### config.mk
export PLATFORM = sky130hd
export DESIGN_NAME = pot_sample_scaler_flat
export DESIGN_NICKNAME = d
export VERILOG_FILES = /design/src/hdl/pss_pkg.sv /design/src/hdl/pss_if.sv /design/src/hdl/pss_regs.sv /design/src/hdl/pss_ctrl.sv /design/src/hdl/pss_dp.sv /design/src/hdl/pot_sample_scaler.sv /design/src/flat_wrapper.sv
export SDC_FILE = /design/constraint.sdc
export NUM_CORES = 1
export LEC_CHECK = 0
export BUFFER_PORTS_ARGS = -buffer_cell sky130_fd_sc_hd__buf_2
export CORE_MARGIN = 4
export CORE_UTILIZATION = 35
export DETAILED_ROUTE_END_ITERATION = 16
export PLACE_DENSITY = 0.62
export SLEW_MARGIN = 20
export SYNTH_ARGS = -nofsm -noshare
export SYNTH_HDL_FRONTEND = slang
export SYNTH_SLANG_ARGS = --single-unit
### constraint.sdc
create_clock -name clock -period 19.35 [get_ports clock]
set_input_delay 0 -clock clock [delete_from_list [all_inputs] [get_ports clock]]
set_output_delay 0 -clock clock [all_outputs]
set_load 0.005 [all_outputs]
### src/hdl/pss_pkg.sv
// Shared types, constants and codes of the potentiometer sample scaler.
package pss_pkg;

   localparam int SAMPLE_W         = 12;
   localparam int VALUE_W          = 15;
   localparam int HELD_W           = 16;
   localparam int RAW_W            = 12;
   localparam int LIMIT_W          = 14;
   localparam int BAND_W           = 11;
   localparam int COUNT_W          = 13;
   localparam int CSR_IDX_W        = 4;
   localparam int CSR_DATA_W       = 14;
   localparam int PROD_W           = RAW_W + LIMIT_W;
   localparam int REM_W            = RAW_W + 1;
   localparam int DIV_STEPS        = PROD_W;
   localparam int STEP_CNT_W       = $clog2(DIV_STEPS);
   localparam int ADC_BITS_DEFAULT = 12;

   typedef enum logic [CSR_IDX_W-1:0] {
      REG_MODE          = 4'd0,
      REG_INVERSE       = 4'd1,
      REG_MAX_RAW       = 4'd2,
      REG_FULL_SCALE    = 4'd3,
      REG_DEAD_BAND     = 4'd4,
      REG_SECTOR_WIDTH  = 4'd5,
      REG_SECTOR_HYST   = 4'd6,
      REG_SECTOR_COUNT  = 4'd7
   } reg_index_type;

   typedef enum logic [2:0] {
      MODE_RAW     = 3'd0,
      MODE_LINEAR  = 3'd1,
      MODE_SYM     = 3'd2,
      MODE_SYM_DB  = 3'd3,
      MODE_CONT    = 3'd4
   } mode_type;

   typedef enum logic {
      OP_UPDATE = 1'b0,
      OP_PRIME  = 1'b1
   } op_type;

   // What the commit step does with the divider result
   typedef enum logic [2:0] {
      KIND_HOLD,
      KIND_ZERO,
      KIND_RAW,
      KIND_LIN,
      KIND_HI,
      KIND_LO,
      KIND_SECTOR,
      KIND_PRIME
   } kind_type;

   typedef enum logic [2:0] {
      ST_IDLE,
      ST_PREP,
      ST_MUL,
      ST_DIV,
      ST_DONE
   } state_type;

   typedef struct packed {
      logic [2:0]         mode;
      logic               inverse;
      logic [RAW_W-1:0]   max_raw;
      logic [LIMIT_W-1:0] full_scale;
      logic [BAND_W-1:0]  dead_band;
      logic [RAW_W-1:0]   sector_width;
      logic [BAND_W-1:0]  sector_hysteresis;
      logic [COUNT_W-1:0] sector_count;
   } cfg_type;

   typedef struct packed {
      logic load;
      logic prep;
      logic mul;
      logic step;
      logic commit;
   } ctrl_cmd_type;

   typedef struct packed {
      logic need_div;
   } dp_status_type;

endpackage

### src/hdl/pss_if.sv
// Handshake channels of the potentiometer sample scaler.
interface pss_req_if;
   logic                          valid;
   logic                          ready;
   logic                          op;
   logic [pss_pkg::SAMPLE_W-1:0]  sample;
   modport source (output valid, output op, output sample, input ready);
   modport sink   (input valid, input op, input sample, output ready);
endinterface

interface pss_rsp_if;
   logic                          valid;
   logic                          ready;
   logic signed [pss_pkg::VALUE_W-1:0] value;
   modport source (output valid, output value, input ready);
   modport sink   (input valid, input value, output ready);
endinterface

interface pss_csr_if;
   logic                            valid;
   logic                            ready;
   logic [pss_pkg::CSR_IDX_W-1:0]   index;
   logic [pss_pkg::CSR_DATA_W-1:0]  data;
   modport source (output valid, output index, output data, input ready);
   modport sink   (input valid, input index, input data, output ready);
endinterface

### src/hdl/pss_regs.sv
// Configuration register file of the potentiometer sample scaler.
module pss_regs (
   input  logic                            clock,
   input  logic                            reset,
   input  logic                            csr_valid,
   output logic                            csr_ready,
   input  logic [pss_pkg::CSR_IDX_W-1:0]   csr_index,
   input  logic [pss_pkg::CSR_DATA_W-1:0]  csr_data,
   output pss_pkg::cfg_type                cfg
);

   pss_pkg::cfg_type cfg_ff;
   pss_pkg::cfg_type cfg_in;

   assign csr_ready = 1'b1;
   assign cfg       = cfg_ff;

   always_comb begin
      cfg_in = cfg_ff;
      if (csr_valid) begin
         case (csr_index)
            pss_pkg::REG_MODE:          cfg_in.mode              = csr_data[2:0];
            pss_pkg::REG_INVERSE:       cfg_in.inverse           = csr_data[0];
            pss_pkg::REG_MAX_RAW:       cfg_in.max_raw           = csr_data[pss_pkg::RAW_W-1:0];
            pss_pkg::REG_FULL_SCALE:    cfg_in.full_scale        = csr_data[pss_pkg::LIMIT_W-1:0];
            pss_pkg::REG_DEAD_BAND:     cfg_in.dead_band         = csr_data[pss_pkg::BAND_W-1:0];
            pss_pkg::REG_SECTOR_WIDTH:  cfg_in.sector_width      = csr_data[pss_pkg::RAW_W-1:0];
            pss_pkg::REG_SECTOR_HYST:   cfg_in.sector_hysteresis = csr_data[pss_pkg::BAND_W-1:0];
            pss_pkg::REG_SECTOR_COUNT:  cfg_in.sector_count      = csr_data[pss_pkg::COUNT_W-1:0];
            default: ;
         endcase
      end
   end

   always_ff @(posedge clock) begin
      if (reset) begin
         cfg_ff.mode              <= pss_pkg::MODE_LINEAR;
         cfg_ff.inverse           <= 1'b0;
         cfg_ff.max_raw           <= 12'd1023;
         cfg_ff.full_scale        <= 14'd10000;
         cfg_ff.dead_band         <= '0;
         cfg_ff.sector_width      <= 12'd64;
         cfg_ff.sector_hysteresis <= 11'd8;
         cfg_ff.sector_count      <= 13'd16;
      end else begin
         cfg_ff <= cfg_in;
      end
   end

endmodule

### src/hdl/pss_ctrl.sv
// Sequencing state machine of the potentiometer sample scaler.
module pss_ctrl (
   input  logic                   clock,
   input  logic                   reset,
   input  logic                   req_valid,
   output logic                   req_ready,
   output logic                   rsp_valid,
   input  logic                   rsp_ready,
   input  pss_pkg::dp_status_type status,
   output pss_pkg::ctrl_cmd_type  cmd
);

   pss_pkg::state_type                 state_ff, state_in;
   logic [pss_pkg::STEP_CNT_W-1:0]     cnt_ff, cnt_in;
   logic                               rsp_valid_ff, rsp_valid_in;
   logic                               slot_free;

   assign req_ready = (state_ff == pss_pkg::ST_IDLE);
   assign rsp_valid = rsp_valid_ff;
   assign slot_free = !rsp_valid_ff || rsp_ready;

   always_ff @(posedge clock) begin
      if (reset) begin
         state_ff     <= pss_pkg::ST_IDLE;
         cnt_ff       <= '0;
         rsp_valid_ff <= 1'b0;
      end else begin
         state_ff     <= state_in;
         cnt_ff       <= cnt_in;
         rsp_valid_ff <= rsp_valid_in;
      end
   end

   always_comb begin
      state_in = state_ff;
      cnt_in   = cnt_ff;
      cmd      = '0;
      case (state_ff)
         pss_pkg::ST_IDLE: begin
            if (req_valid) begin
               cmd.load = 1'b1;
               state_in = pss_pkg::ST_PREP;
            end
         end
         pss_pkg::ST_PREP: begin
            cmd.prep = 1'b1;
            state_in = pss_pkg::ST_MUL;
         end
         pss_pkg::ST_MUL: begin
            cmd.mul  = 1'b1;
            cnt_in   = '0;
            state_in = status.need_div ? pss_pkg::ST_DIV : pss_pkg::ST_DONE;
         end
         pss_pkg::ST_DIV: begin
            cmd.step = 1'b1;
            cnt_in   = cnt_ff + 1'b1;
            if (cnt_ff == pss_pkg::STEP_CNT_W'(pss_pkg::DIV_STEPS - 1)) begin
               state_in = pss_pkg::ST_DONE;
            end
         end
         pss_pkg::ST_DONE: begin
            // hold the result until the output register is free
            if (slot_free) begin
               cmd.commit = 1'b1;
               state_in   = pss_pkg::ST_IDLE;
            end
         end
         default: state_in = pss_pkg::ST_IDLE;
      endcase
   end

   always_comb begin
      rsp_valid_in = rsp_valid_ff;
      if (cmd.commit) begin
         rsp_valid_in = 1'b1;
      end else if (rsp_ready) begin
         rsp_valid_in = 1'b0;
      end
   end

   a_commit_shows: assert property (@(posedge clock) disable iff (reset)
      cmd.commit |=> rsp_valid_ff)
      else $error("committed result not presented");

   a_no_overwrite: assert property (@(posedge clock) disable iff (reset)
      (rsp_valid_ff && !rsp_ready) |-> !cmd.commit)
      else $error("pending result overwritten");

   a_step_bound: assert property (@(posedge clock) disable iff (reset)
      (state_ff == pss_pkg::ST_DIV) |->
         (cnt_ff < pss_pkg::STEP_CNT_W'(pss_pkg::DIV_STEPS)))
      else $error("divider step count overrun");

   a_load_starts: assert property (@(posedge clock) disable iff (reset)
      cmd.load |=> (state_ff == pss_pkg::ST_PREP))
      else $error("accepted request not started");

endmodule

### src/hdl/pss_dp.sv
// Datapath of the potentiometer sample scaler: operand set-up, multiplier,
// shift-subtract divider and result commit.
module pss_dp #(
   parameter int ADC_BITS = pss_pkg::ADC_BITS_DEFAULT
) (
   input  logic                                clock,
   input  logic                                reset,
   input  pss_pkg::cfg_type                    cfg,
   input  pss_pkg::ctrl_cmd_type               cmd,
   output pss_pkg::dp_status_type              status,
   input  logic                                req_op,
   input  logic [pss_pkg::SAMPLE_W-1:0]        req_sample,
   output logic signed [pss_pkg::VALUE_W-1:0]  rsp_value
);

   localparam int SW = pss_pkg::SAMPLE_W;
   localparam int RW = pss_pkg::RAW_W;
   localparam int PW = pss_pkg::PROD_W;
   localparam int MW = pss_pkg::REM_W;
   localparam int HW = pss_pkg::HELD_W;
   localparam logic [SW-1:0] ADC_MASK =
      (ADC_BITS >= SW) ? {SW{1'b1}} : SW'((1 << ADC_BITS) - 1);

   logic                        op_ff;
   logic [RW-1:0]               raw_ff, raw_in, masked;
   pss_pkg::kind_type           kind_ff, kind_in;
   logic [RW-1:0]               mul_a_ff, mul_a_in;
   logic [RW-1:0]               div_d_ff, div_d_in;
   logic [PW-1:0]               quo_ff;
   logic [MW-1:0]               rem_ff;
   logic signed [HW-1:0]        held_ff, held_in;
   logic [RW-1:0]               last_ff, last_in;
   logic signed [pss_pkg::VALUE_W-1:0] value_ff;

   // operand set-up
   logic [RW-1:0]               center;
   logic [pss_pkg::BAND_W-1:0]  band;
   logic [RW:0]                 upper;
   logic signed [RW:0]          lower;
   logic                        above, below;

   // divider step
   logic [MW-1:0]               rem_sh;
   logic                        ge;

   // commit
   logic signed [16:0]          quo_s, lim_s, v_sym, v_cont, delta;
   logic signed [16:0]          half_s, count_s;
   logic signed [HW-1:0]        sym_out;
   logic                        at_edge, overrun;
   logic [RW-1:0]               sector;

   assign masked    = req_sample & ADC_MASK;
   assign raw_in    = (masked > cfg.max_raw) ? cfg.max_raw : masked;
   assign rsp_value = value_ff;

   always_comb begin
      case (kind_ff)
         pss_pkg::KIND_LIN, pss_pkg::KIND_HI, pss_pkg::KIND_LO,
         pss_pkg::KIND_SECTOR, pss_pkg::KIND_PRIME: status.need_div = 1'b1;
         default:                                   status.need_div = 1'b0;
      endcase
   end

   // pick the scaling branch and the multiplier and divisor operands
   always_comb begin
      center   = RW'(({1'b0, cfg.max_raw} + 1'b1) >> 1);
      band     = (cfg.mode == pss_pkg::MODE_SYM_DB) ? cfg.dead_band : '0;
      upper    = {1'b0, center} + (RW+1)'(band);
      lower    = $signed({1'b0, center}) - $signed((RW+1)'(band));
      above    = {1'b0, raw_ff} > upper;
      below    = $signed({1'b0, raw_ff}) < lower;
      kind_in  = pss_pkg::KIND_HOLD;
      mul_a_in = raw_ff;
      div_d_in = cfg.max_raw;
      if (op_ff == pss_pkg::OP_PRIME) begin
         if (cfg.mode == pss_pkg::MODE_CONT && cfg.sector_width != '0) begin
            kind_in  = pss_pkg::KIND_PRIME;
            div_d_in = cfg.sector_width;
         end
      end else begin
         case (cfg.mode)
            pss_pkg::MODE_RAW: kind_in = pss_pkg::KIND_RAW;
            pss_pkg::MODE_LINEAR: begin
               kind_in  = (cfg.max_raw == '0) ? pss_pkg::KIND_ZERO : pss_pkg::KIND_LIN;
               mul_a_in = cfg.inverse ? (cfg.max_raw - raw_ff) : raw_ff;
            end
            pss_pkg::MODE_SYM, pss_pkg::MODE_SYM_DB: begin
               if (above) begin
                  kind_in  = pss_pkg::KIND_HI;
                  mul_a_in = raw_ff - upper[RW-1:0];
                  div_d_in = cfg.max_raw - upper[RW-1:0];
               end else if (below) begin
                  kind_in  = pss_pkg::KIND_LO;
                  div_d_in = lower[RW-1:0];
               end else begin
                  kind_in  = pss_pkg::KIND_ZERO;
               end
            end
            pss_pkg::MODE_CONT: begin
               if (cfg.sector_width != '0) begin
                  kind_in  = pss_pkg::KIND_SECTOR;
                  div_d_in = cfg.sector_width;
               end
            end
            default: kind_in = pss_pkg::KIND_ZERO;
         endcase
      end
   end

   assign rem_sh = {rem_ff[MW-2:0], quo_ff[PW-1]};
   assign ge     = rem_sh >= {1'b0, div_d_ff};

   // work out the new held value and sector
   always_comb begin
      quo_s   = 17'($signed({1'b0, quo_ff[pss_pkg::LIMIT_W-1:0]}));
      lim_s   = 17'($signed({1'b0, cfg.full_scale}));
      v_sym   = (kind_ff == pss_pkg::KIND_LO) ? (quo_s - lim_s) : quo_s;
      sym_out = cfg.inverse ? HW'(-v_sym) : HW'(v_sym);

      sector  = quo_ff[RW-1:0];
      at_edge = ({1'b0, rem_ff[RW-1:0]} < (RW+1)'(cfg.sector_hysteresis)) ||
                ($signed({2'b0, rem_ff[RW-1:0]}) >=
                 ($signed({2'b0, div_d_ff}) - $signed(14'(cfg.sector_hysteresis))));
      half_s  = 17'($signed({1'b0, cfg.sector_count >> 1}));
      count_s = 17'($signed({1'b0, cfg.sector_count}));
      delta   = 17'($signed({1'b0, sector})) - 17'($signed({1'b0, last_ff}));
      // take the shorter way round the revolution
      if (delta > half_s) begin
         delta = delta - count_s;
      end else if (delta < -half_s) begin
         delta = delta + count_s;
      end
      v_cont  = cfg.inverse ? (17'(held_ff) - delta) : (17'(held_ff) + delta);
      overrun = (v_cont > lim_s) || (v_cont < -lim_s);

      held_in = held_ff;
      last_in = last_ff;
      case (kind_ff)
         pss_pkg::KIND_ZERO: held_in = '0;
         pss_pkg::KIND_RAW:  held_in = HW'({1'b0, raw_ff});
         pss_pkg::KIND_LIN:  held_in = HW'({1'b0, quo_ff[pss_pkg::LIMIT_W-1:0]});
         pss_pkg::KIND_HI,
         pss_pkg::KIND_LO:   held_in = sym_out;
         pss_pkg::KIND_SECTOR: begin
            if (!at_edge) begin
               held_in = overrun ? '0 : HW'(v_cont);
               last_in = sector;
            end
         end
         pss_pkg::KIND_PRIME: last_in = sector;
         default: ;
      endcase
   end

   always_ff @(posedge clock) begin
      if (cmd.load) begin
         op_ff  <= req_op;
         raw_ff <= raw_in;
      end
      if (cmd.prep) begin
         kind_ff  <= kind_in;
         mul_a_ff <= mul_a_in;
         div_d_ff <= div_d_in;
      end
      if (cmd.mul) begin
         rem_ff <= '0;
         if (kind_ff == pss_pkg::KIND_SECTOR || kind_ff == pss_pkg::KIND_PRIME) begin
            quo_ff <= PW'(raw_ff);
         end else begin
            quo_ff <= mul_a_ff * cfg.full_scale;
         end
      end else if (cmd.step) begin
         rem_ff <= ge ? (rem_sh - {1'b0, div_d_ff}) : rem_sh;
         quo_ff <= {quo_ff[PW-2:0], ge};
      end
      if (cmd.commit) begin
         value_ff <= held_in[pss_pkg::VALUE_W-1:0];
      end
   end

   always_ff @(posedge clock) begin
      if (reset) begin
         held_ff <= '0;
         last_ff <= '0;
      end else if (cmd.commit) begin
         held_ff <= held_in;
         last_ff <= last_in;
      end
   end

endmodule

### src/hdl/pot_sample_scaler.sv
// Top level of the potentiometer sample scaler.
// Scaling and sector modes pass through set-up, multiply, 26 steps of the
// shift-subtract divider and commit; when no division is needed (raw, dead zone,
// hold) the divider steps are skipped. One request in flight at a time: a new
// request is taken only after the last result has been committed for output.
// Reset (synchronous) restores the register defaults and clears held value and sector.
module pot_sample_scaler #(
   parameter int ADC_BITS = pss_pkg::ADC_BITS_DEFAULT
) (
   input  logic       clock,
   input  logic       reset,
   pss_req_if.sink    req_ch,
   pss_rsp_if.source  rsp_ch,
   pss_csr_if.sink    csr_ch
);

   pss_pkg::cfg_type       cfg;
   pss_pkg::ctrl_cmd_type  cmd;
   pss_pkg::dp_status_type status;

   pss_regs u_regs (
      .clock     (clock),
      .reset     (reset),
      .csr_valid (csr_ch.valid),
      .csr_ready (csr_ch.ready),
      .csr_index (csr_ch.index),
      .csr_data  (csr_ch.data),
      .cfg       (cfg)
   );

   pss_ctrl u_ctrl (
      .clock     (clock),
      .reset     (reset),
      .req_valid (req_ch.valid),
      .req_ready (req_ch.ready),
      .rsp_valid (rsp_ch.valid),
      .rsp_ready (rsp_ch.ready),
      .status    (status),
      .cmd       (cmd)
   );

   pss_dp #(
      .ADC_BITS (ADC_BITS)
   ) u_dp (
      .clock      (clock),
      .reset      (reset),
      .cfg        (cfg),
      .cmd        (cmd),
      .status     (status),
      .req_op     (req_ch.op),
      .req_sample (req_ch.sample),
      .rsp_value  (rsp_ch.value)
   );

endmodule

### src/flat_wrapper.sv
// flat-port wrapper written by rule: the top's interface ports become plain ports
module pot_sample_scaler_flat 
#(
   parameter int ADC_BITS = pss_pkg::ADC_BITS_DEFAULT
)
  (clock, reset, req_ch_valid, req_ch_op, req_ch_sample, req_ch_ready, rsp_ch_valid, rsp_ch_value, rsp_ch_ready, csr_ch_valid, csr_ch_index, csr_ch_data, csr_ch_ready);
  pss_req_if req_ch_i ();
  pss_rsp_if rsp_ch_i ();
  pss_csr_if csr_ch_i ();
  input  logic clock;
  input  logic reset;
  input wire logic [$bits(req_ch_i.valid)-1:0] req_ch_valid;
  input wire logic [$bits(req_ch_i.op)-1:0] req_ch_op;
  input wire logic [$bits(req_ch_i.sample)-1:0] req_ch_sample;
  output wire logic [$bits(req_ch_i.ready)-1:0] req_ch_ready;
  output wire logic [$bits(rsp_ch_i.valid)-1:0] rsp_ch_valid;
  output wire logic [$bits(rsp_ch_i.value)-1:0] rsp_ch_value;
  input wire logic [$bits(rsp_ch_i.ready)-1:0] rsp_ch_ready;
  input wire logic [$bits(csr_ch_i.valid)-1:0] csr_ch_valid;
  input wire logic [$bits(csr_ch_i.index)-1:0] csr_ch_index;
  input wire logic [$bits(csr_ch_i.data)-1:0] csr_ch_data;
  output wire logic [$bits(csr_ch_i.ready)-1:0] csr_ch_ready;
  assign req_ch_i.valid = req_ch_valid;
  assign req_ch_i.op = req_ch_op;
  assign req_ch_i.sample = req_ch_sample;
  assign req_ch_ready = req_ch_i.ready;
  assign rsp_ch_valid = rsp_ch_i.valid;
  assign rsp_ch_value = rsp_ch_i.value;
  assign rsp_ch_i.ready = rsp_ch_ready;
  assign csr_ch_i.valid = csr_ch_valid;
  assign csr_ch_i.index = csr_ch_index;
  assign csr_ch_i.data = csr_ch_data;
  assign csr_ch_ready = csr_ch_i.ready;
  pot_sample_scaler #(.ADC_BITS(ADC_BITS)) u_core (.clock(clock), .reset(reset), .req_ch(req_ch_i), .rsp_ch(rsp_ch_i), .csr_ch(csr_ch_i));
endmodule
==> flow_summary.ini <==
[outcome]
outcome = complete, no violations

[sta]
slew_headroom_pct = 25.14
finalSetupViolations = 0
finalMaxSlewViolations = 0
timing.hold.ws_ps = 136.4
fin_crit_sh_pct = 53.34
rsz0062_at_grt = no
finClkSkew_ps = 25.18
hold_viol = 0
setup_tns_ps = 0
fmax_mhz = 96.90
tightest_slew_ps = 1121
fin_crit_ps = 10320

[pwr]
total_leakage_power_uw = 0.01224
ir_worst_vdd_uv = 61.59
power_density_mw_per_mm2 = 82.35

[placement]
dp_hpwl_um = 57580
port_buffers = 52
placed_cell_area_sq_mm = 0.02617
place.gp.congestion = 0.9138

[worst_setup_path]
cp_max_fo = 18
r2r_end = u_core.u_dp.held_ff[4]
worstSetupPathType = reg -> reg
crit_end = u_core.u_dp.held_ff[4]
cp.depth = 40
slowest_stage = nor2_1
crit_family = simple AND/OR/NAND/NOR gates
crit_top_cell = ha_1
crit_start = u_core.u_dp.quo_ff[0]
cp_slowest_stage_delay_ps = 640
ff2ff_setup_slack_ps = 9030
cp_data_required_time_ps = 19810
critPathBufInv = 4
crit_path_end_kind = register
critPathArrivalTime_ps = 10780
critPathLaunchType = register
rr_worst_depth = 40
r2r-start = u_core.u_dp.quo_ff[0]

[yosys]
yosys_warnings = 0
synth.top_cell.area_share_pct = 15.91
yosysMostFrequentCell = nand2_1
yosysUniqueCellTypes = 93
syn_avg_cell_area_sq_um = 8.228
syn_nets = 3515
syn_area_sq_mm = 0.02493
synth-seq-cells = 207
synth_edf_count = 81
synth_seq_area_share_pct = 19.87
synth_common_cells = nand2_1 (375), inv_1 (320), ha_1 (317)
yosys.area.top_type = ha_1
async_reset_ff_share_pct = 0
ys_top_cells_by_area = ha_1 (16%), fa_1 (11%), dfxtp_1 (10%)
syn_inst = 3030
ys.flop_type = dfxtp_1

[die]
start_util_pct = 35.48
ios = 54
rows = 97
core_area_sq_mm = 0.07027
dieArea_sq_mm = 0.07556
die_h_um = 274.9
fp.dieW_um = 274.9

[cells_and_area]
regArea_sq_mm = 0.004955
final_area_sq_mm = 0.02745
multi_input_area_sq_mm = 0.01829
area_growth_pct = 10.10
fin_nets = 3540
diodes = 0
fill_cells = 7151
drive_gt1_share_pct = 6.506

[global_routing]
grt_max_degree = 97
antenna_found_initial = 1
grt_busiest_layer = met2
grt_pass1_vias = 20790
grt_overflow_total = 0
met3_usage_pct = 1.945
gr-usage-met2_pct = 30.90
grt_util_met1_pct = 28.61
track_usage_pct = 19.54
grt_first_pass_wirelength_um = 117900

[cts]
cts_tree = done
clock_path_buffers = 3
cts_root_buf = clkbuf_16
cts_max_level = 1
numCtsBuffers = 25
postCtsSetupRepairBufs = 0
insertion_delay_ps = 570
clock-sinks = 207
clk_pin_slew_ps = 60
cts_resized = 0

[routing]
first_pass_iters = 6
routed_wl_um = 75050
drcViolationCount = 0
vias = 21900
ant_nets = 0
drt_iter0_markers = 1723
vias_per_cell = 5.457
drt-wirelength-per-cell_um = 18.70

[job]
drv_cap = 0

[hold_path]
hold_path.class = in -> reg
==> registers in the layout (all words and copies together), names as in the netlist, 5 cells and up <==
register               cells
u_core.u_dp.held_ff       16
u_core.u_dp.rsp_value     15
u_core.u_dp.raw_ff        12
u_core.u_regs.cfg         77
u_core.u_dp.quo_ff        26
u_core.u_dp.last_ff       12
u_core.u_dp.div_d_ff      12
u_core.u_dp.rem_ff        12
u_core.u_ctrl.cnt_ff       5
u_core.u_dp.mul_a_ff      12
==> layer usage <==
layer | up-vias | wire, um | share of wire, %
li1 | 10620 | - | -
met1 | 10460 | 35220 | 47
met2 | 726 | 32760 | 44
met3 | 106 | 5007 | 6.7
met4 | 0 | 2065 | 2.8
met5 | - | 0 | 0
==> worst min-delay path by stage <==
stage / startpoint / endpoint / slack (ps) / cells past startpoint
2_1_floorplan: req_ch_op / u_core.u_dp.op_ff / 100 / 0
3_3_place_gp: req_ch_op / u_core.u_dp.op_ff / 230 / 1
3_5_place_dp: req_ch_op / u_core.u_dp.op_ff / 240 / 1
4_1_cts: csr_ch_index[2] / u_core.u_regs.cfg[74] / 100 / 4
5_1_grt: csr_ch_index[2] / u_core.u_regs.cfg[74] / 120 / 4
6_report: csr_ch_index[2] / u_core.u_regs.cfg[74] / 140 / 4
==> area by class of cell <==
class                           instances  area share (%)
Clock buffer                           33           2.694
Multi-Input combinational cell       2373           66.64
Tap cell                              940           4.285
Clock inverter                         13          0.6199
Timing Repair Buffer                  126           3.309
Sequential cell                       207           18.05
Inverter                              322           4.403
==> report_power, final <==
group	internal [uW]	switching, uW
Sequential	481	38.3
Clock	312	212
Combinational	507	710
==> worst min-delay path, delay by kind of cell <==
| kind | cells | cell delay (ps) |
|---|---|---|
| AND/OR/NAND/NOR | 2 | 310 |
| AO/OA/AOI/OAI | 1 | 250 |
| buffers and inverters | 1 | 90 |
==> cell families after synthesis <==
group	after synthesis	share of synthesized area [%]
DFF	207	19.87
and+or+nand+nor	959	18.03
muxes	86	3.573
xor gates and xnor gates	159	5.586
adders and majority gates	451	26.59
AOI/OAI and AO/OA	717	19.42
other	1	0.01504
buffers and inverters	450	6.906
==> layout by cell type (no fill, tap or decap), types with 17 or more instances in the layout <==
cell type / netlist / final
nand2_1: 375 / 375
inv_1: 320 / 320
ha_1: 317 / 317
nor2_1: 223 / 223
a21oi_1: 202 / 202
o21ai_0: 145 / 145
fa_1: 132 / 132
dfxtp_1: 126 / 126
xnor2_1: 119 / 119
edfxtp_1: 81 / 81
mux2i_1: 62 / 62
and2_1: 58 / 58
a21o_1: 54 / 54
nor3_1: 52 / 51
buf_2: 2 / 51
nand2b_1: 40 / 40
xor2_1: 40 / 40
nand3_1: 39 / 39
buf_4: 1 / 39
dlygate4sd3_1: 0 / 36
nor2b_1: 34 / 34
clkbuf_16: 0 / 28
o21a_1: 27 / 27
and3_1: 25 / 25
mux2_2: 24 / 24
o21bai_1: 22 / 22
a211oi_1: 21 / 20
or3_1: 19 / 19
a31oi_1: 18 / 18
nand4_1: 17 / 17
==> what timing repair did <==
item	4_1_cts	5_1_grt
setup endpoints to repair	0	0
hold buffers	36	0
endpoints found under the hold margin	109	0
==> metrics by stage <==
step                setup slack [ps]  total power [uW]  util, %  instances
floorplan                       9849              1438        -       3030
global placement                9455              1719    37.25       3932
detailed placement              9208              1726    37.25       3932
CTS                             9172              2263    39.05       4014
global route                    8116              2445    39.06       4014
finish                          9030              2261    39.06       4014
(Power assumes the default switching activity.)
